===== src/rtl/core/pmmh_pkg.sv =====
// shared types and constants of the point motion magnitude histogram
`default_nettype none

package pmmh_pkg;

    // action codes of an input item
    localparam logic [1:0] ACT_RECORD = 2'd0;
    localparam logic [1:0] ACT_READ   = 2'd1;
    localparam logic [1:0] ACT_CLEAR  = 2'd2;

    // configuration register indexes
    localparam int         CFG_IDX_W      = 1;
    localparam int         CFG_DATA_W     = 12;
    localparam logic [0:0] CFG_IDX_WIDTH  = 1'b0;
    localparam logic [0:0] CFG_IDX_HEIGHT = 1'b1;
    localparam logic [11:0] RESET_WIDTH   = 12'd640;
    localparam logic [11:0] RESET_HEIGHT  = 12'd480;

    // fixed widths of the arithmetic
    localparam int POS_W   = 20;           // pixel position, 8 fraction bits
    localparam int PROD_W  = 28;           // 16 x 12 scaling product
    localparam int SQ_W    = 40;           // square of a 20 bit difference
    localparam int RAD_W   = 27;           // radicand and square root working width
    localparam int ROOT_W  = 13;           // whole pixel distance
    localparam int COUNT_W = 32;

    // square root unit: two result bits per cycle
    localparam int                ROOT_STEPS = 7;
    localparam int                STEP_W     = 3;
    localparam logic [RAD_W-1:0]  ROOT_BIT0  = RAD_W'(1) << 26;

    // one input item
    typedef struct packed {
        logic [1:0]  action;
        logic [2:0]  point_index;
        logic [15:0] x_frac;
        logic [15:0] y_frac;
        logic [5:0]  bin_select;
    } cmd_t;

    // one result item
    typedef struct packed {
        logic [31:0] bin_count;
        logic [5:0]  bin_hit;
        logic        counted;
        logic        first_sample;
    } result_t;

    // commands from the controller to the datapath
    typedef struct packed {
        logic load;
        logic addr_sel;
        logic clr_start;
        logic scale;
        logic diff;
        logic square;
        logic sum;
        logic root_step;
        logic bin;
        logic mem_rd;
        logic mem_upd;
        logic clr_step;
    } dp_cmd_t;

    // status from the datapath to the controller
    typedef struct packed {
        logic act_rec;
        logic act_read;
        logic act_clear;
        logic first;
        logic in_range;
        logic clr_last;
    } dp_status_t;

endpackage

`default_nettype wire


===== src/rtl/core/pmmh_ctrl.sv =====
// controller state machine sequencing record, read and clear actions
`default_nettype none

module pmmh_ctrl
    import pmmh_pkg::*;
(
    input  wire logic       clk,
    input  wire logic       rst_n,
    input  wire logic       start,
    input  wire dp_status_t status,
    output dp_cmd_t         ctl,
    output logic            busy,
    output logic            done
);

    localparam logic [3:0] ST_IDLE   = 4'd0;
    localparam logic [3:0] ST_DECODE = 4'd1;
    localparam logic [3:0] ST_SCALE  = 4'd2;
    localparam logic [3:0] ST_DIFF   = 4'd3;
    localparam logic [3:0] ST_SQUARE = 4'd4;
    localparam logic [3:0] ST_SUM    = 4'd5;
    localparam logic [3:0] ST_ROOT   = 4'd6;
    localparam logic [3:0] ST_BIN    = 4'd7;
    localparam logic [3:0] ST_MRD    = 4'd8;
    localparam logic [3:0] ST_MUPD   = 4'd9;
    localparam logic [3:0] ST_CLEAR  = 4'd10;
    localparam logic [3:0] ST_DONE   = 4'd11;

    logic [3:0]        state_reg, state_next;
    logic [STEP_W-1:0] step_reg, step_next;
    logic              clr_ack_reg, clr_ack_next;

    // state, root step count and clear origin
    always_ff @(posedge clk or negedge rst_n)
    begin
        if (!rst_n)
        begin
            state_reg   <= ST_CLEAR;
            step_reg    <= '0;
            clr_ack_reg <= 1'b0;
        end
        else
        begin
            state_reg   <= state_next;
            step_reg    <= step_next;
            clr_ack_reg <= clr_ack_next;
        end
    end

    // next state and datapath commands
    always_comb
    begin
        state_next   = state_reg;
        step_next    = step_reg;
        clr_ack_next = clr_ack_reg;
        ctl          = '0;
        case (state_reg)
            ST_IDLE:
            begin
                if (start)
                begin
                    ctl.load   = 1'b1;
                    state_next = ST_DECODE;
                end
            end
            ST_DECODE:
            begin
                if (status.act_rec)
                begin
                    state_next = ST_SCALE;
                end
                else if (status.act_read)
                begin
                    ctl.addr_sel = 1'b1;
                    state_next   = ST_MRD;
                end
                else if (status.act_clear)
                begin
                    ctl.clr_start = 1'b1;
                    clr_ack_next  = 1'b1;
                    state_next    = ST_CLEAR;
                end
                else
                begin
                    state_next = ST_DONE;
                end
            end
            ST_SCALE:
            begin
                ctl.scale  = 1'b1;
                state_next = ST_DIFF;
            end
            ST_DIFF:
            begin
                ctl.diff   = 1'b1;
                state_next = status.first ? ST_DONE : ST_SQUARE;
            end
            ST_SQUARE:
            begin
                ctl.square = 1'b1;
                state_next = ST_SUM;
            end
            ST_SUM:
            begin
                ctl.sum    = 1'b1;
                step_next  = '0;
                state_next = ST_ROOT;
            end
            ST_ROOT:
            begin
                ctl.root_step = 1'b1;
                if (step_reg == STEP_W'(ROOT_STEPS - 1))
                begin
                    state_next = ST_BIN;
                end
                else
                begin
                    step_next = step_reg + 1'b1;
                end
            end
            ST_BIN:
            begin
                ctl.bin    = 1'b1;
                state_next = status.in_range ? ST_MRD : ST_DONE;
            end
            ST_MRD:
            begin
                ctl.mem_rd = 1'b1;
                state_next = ST_MUPD;
            end
            ST_MUPD:
            begin
                ctl.mem_upd = 1'b1;
                state_next  = ST_DONE;
            end
            ST_CLEAR:
            begin
                ctl.clr_step = 1'b1;
                if (status.clr_last)
                begin
                    // a clear action reports, the sweep after reset does not
                    state_next   = clr_ack_reg ? ST_DONE : ST_IDLE;
                    clr_ack_next = 1'b0;
                end
            end
            ST_DONE:
            begin
                state_next = ST_IDLE;
            end
            default:
            begin
                state_next = ST_IDLE;
            end
        endcase
    end

    assign busy = (state_reg != ST_IDLE);
    assign done = (state_reg == ST_DONE);

endmodule

`default_nettype wire


===== config.mk =====
export PLATFORM = sky130hd
export DESIGN_NAME = pmmh_ctrl
export DESIGN_NICKNAME = d
export VERILOG_FILES = /design/src/rtl/core/pmmh_pkg.sv /design/src/rtl/core/pmmh_ctrl.sv
export SDC_FILE = /design/constraint.sdc
export NUM_CORES = 1
export LEC_CHECK = 0
export BUFFER_PORTS_ARGS = -buffer_cell sky130_fd_sc_hd__buf_4
export CORE_MARGIN = 2
export CORE_UTILIZATION = 40
export CTS_CLUSTER_SIZE = 28
export DETAILED_ROUTE_END_ITERATION = 8
export PLACE_DENSITY = 0.67
export SKIP_CTS_REPAIR_TIMING = 1
export SYNTH_ARGS = -nofsm -noshare
export SYNTH_HDL_FRONTEND = slang
export SYNTH_SLANG_ARGS = --single-unit

===== constraint.sdc =====
create_clock -name clk -period 1.4 [get_ports clk]
set_clock_uncertainty 0.05 [all_clocks]
set_input_delay 0 -clock clk [delete_from_list [all_inputs] [get_ports clk]]
set_output_delay 0 -clock clk [all_outputs]
set_load 0.02 [all_outputs]

==> results_dict.tcl <==
set metrics [dict create \
    outcome "complete, but fails checks" \
    violations "setup timing" \
    antenna_found_initial 0 \
    synth-main-ff-cell "dfrtp_1" \
    final_net_count 140 \
    rsz0062_at_grt "yes" \
    ys_types 33 \
    p_leak_nw 0.5989 \
    numPlacedInstances 127 \
    place_area_um2 938.4 \
    hold_class "input port to register" \
    synth_top_area_share_pct 22.60 \
    grt_util_all_layers_pct 19.80 \
    synth_top_cell_by_area "dfrtp_1" \
    ys_ff_latch 8 \
    clock-sinks 8 \
    synth.area.top_cells "dfrtp_1 (23%), dfstp_2 (7.9%), nand2b_1 (5.6%), nor2_1 (5.1%), ha_1 (3.8%)" \
    drc 0 \
    cts-root-buf "clkbuf_4" \
    setup_violations 21 \
    syn_to_final_growth_pct 98.49 \
    gp_congestion 0.8606 \
    synth_nets 93 \
    drt_first_pass_iters 4 \
    drive_above_1_share_pct 63.28 \
    diodes 0 \
    cp.depth 3 \
    overflow 0 \
    clockBufferDepth 2 \
    finalWorstSetupSlack_ns -0.3634 \
    async_flop_share_pct 100.0 \
    syn_area_um2 664.4 \
    period_share_pct 126.0 \
    htreeDepth 1 \
    worstPathArrival_ns 1.71 \
    dp_hpwl_um 1370 \
    die_y_um 44.76 \
    num_vias 897 \
    min_delay_path_depth 4 \
    required_ns 1.35 \
    instances_no_fill 144 \
    wl_per_cell_um 20.23 \
    drtIter0Drc 33 \
    cts_tree "yes" \
    clkTransAtPathRegs_ns 0.06 \
    cp_top_family "simple AND/OR/NAND/NOR gates" \
    synth_edf_count 0 \
    pin_count 23 \
    start_kind "register" \
    slew-limit-headroom_pct 76.48 \
    vias_per_cell 6.229 \
    dieArea_mm2 0.002003 \
    cpMaxStageDelayCell "or4b_4" \
    final-hold-violation-count 0 \
    grt_pass1_vias 684 \
    start_util_pct 43.60 \
    synth.avg_cell_area_um2 8.102 \
    critPathMaxStageDelay_ns 0.58 \
    synth_cells 82 \
    grt_pass1_wl_um 2946 \
    endpoint_kind "output pin" \
    r2r_cells 7 \
    layout_min_cycle_time_ns 1.763 \
    routed_wl_um 2913 \
    slew_viol_final 0 \
    ys_seq_area_share_pct 30.51 \
    detail-route-antenna-nets 0 \
    coreArea_mm2 0.001524 \
    grt_max_degree 15 \
    ir_worst_vdd_mv 1.504 \
    rows 14 \
    path_cells "or4b_4 > nor4b_4 > buf_4" \
    worstMarginPinSlew_ns 0.3480 \
    critical_path_class "register to output pin" \
    clkLatencyLatePin_ns 0.27 \
    largest_reg_flops 4 \
    fillCellCount 78 \
    cap_violations 0 \
    crit_buf_inv 1 \
    fmax_mhz 567.1 \
    port_buffers 22 \
    yosys_warnings 0 \
    die_width_um 44.76 \
    crit_path_max_fanout 3 \
    numCtsBuffers 3 \
    p_per_area_mw_per_mm2 2275 \
    fin_area_mm2 0.001319 \
]
==> cell type report <==
type                    instances  area (um2)  area share, %
well taps                      16       20.02          1.518
repair buffers                 47       474.2          35.96
multi-input cells              64       576.8          43.74
inverters                       5       18.77          1.423
flip-flops and latches          8       202.7          15.37
clock buffers                   4       26.28          1.992
==> metrics by stage <==
stage / hold slack (ns) / worst slack (ns) / util [%] / total power [mW] / setup TNS, ns
after floorplan: -0.3456 / -0.2402 / - / 1.266 / -0.5655
after global placement: -0.2293 / -0.1010 / 61.58 / 1.798 / -0.3086
after detailed placement: -0.2260 / -0.1401 / 61.58 / 1.837 / -0.3655
after CTS: -0.5145 / -0.3342 / 63.30 / 2.040 / -2.531
after global routing: 0.02108 / -0.3949 / 86.54 / 3.132 / -4.062
final: 0.01108 / -0.3634 / 86.54 / 3.000 / -3.504
==> cells in the mapped netlist (2+ instances only) <==
cell type	count
nand2b_1	6
nor2_1	9
ha_1	2
nor3_1	5
dfrtp_1	6
nor3b_1	2
inv_1	4
clkbuf_1	5
nand2_1	6
o21ai_1	4
nor4bb_1	2
o21ai_0	3
nand3_1	3
a21oi_1	3
mux2i_1	2
dfstp_2	2
o311ai_1	2
==> worst reg2reg max path: stages (launching register included) <==
cell and delay, ns:
dfstp_2 0.39, buf_6 0.12, buf_6 0.12, buf_6 0.12, nor4bb_1 0.33, o21ai_1 0.14
o31a_1 0.16, a21oi_2 0.16
==> final timing paths <==
check | from | endpoint | slack [ns]
setup / recovery | state_reg[1]$_DFFE_PN1P_ | ctl[9] | -0.36
hold / removal | status[2] | state_reg[2]$_DFFE_PN0P_ | 0.01
setup reg to reg | state_reg[3]$_DFFE_PN1P_ | state_reg[0]$_DFFE_PN0P_ | -0.26
hold reg to reg | step_reg[0]$_DFFE_PN0P_ | step_reg[0]$_DFFE_PN0P_ | 0.49
max in group asynchronous | rst_n | state_reg[1]$_DFFE_PN1P_ | 1.05
min in group asynchronous | rst_n | step_reg[2]$_DFFE_PN0P_ | 0.03
==> routing by layer <==
| layer | track usage (%) | up-vias | part of all wire, % |
|---|---|---|---|
| met2 | 32.46 | 63 | 51 |
| met3 | 3.600 | 14 | 7.5 |
| met4 | 3.636 | 0 | 4.9 |
| met5 | 0 | - | 0 |
| li1 | - | 389 | - |
| met1 | 27.46 | 431 | 37 |
==> cell usage in the layout, fill, tap and decap left out, types with 2 or more instances in the layout <==
master and n:
nor2_4 4, nor2_1 4, mux2i_1 2, buf_12 2, a21oi_1 2, dlygate4sd3_1 3, nor3b_1 2, buf_6 15
o21ai_0 3, nand2_1 3, nor3_2 5, nand2b_1 2, nor4bb_1 2, nand2_2 2, buf_4 24, nand2b_4 4
ha_1 2, dfstp_2 2, inv_1 4, dfrtp_1 6, buf_8 2, nand3_2 2, o311ai_2 2, o21ai_1 3
clkbuf_4 3
==> cells by family (layout without fill, tap and decap cells) <==
| logic type | count (synthesis) | in the layout | synth area share (%) |
|---|---|---|---|
| xor+xnor | 1 | 1 | 1.319 |
| flops | 8 | 8 | 30.51 |
| simple gates | 42 | 42 | 38.61 |
| mux | 2 | 2 | 3.013 |
| compound gates | 17 | 17 | 17.14 |
| buf+inv | 10 | 56 | 5.649 |
| fa+ha+maj | 2 | 2 | 3.766 |
==> where the power goes <==
part           internal [mW]  leakage, nW  switching [mW]
Clock                  0.110       0.0150          0.0929
Sequential             0.354       0.0984           0.112
Combinational           1.19        0.486            1.14
(Power assumes the default switching activity.)
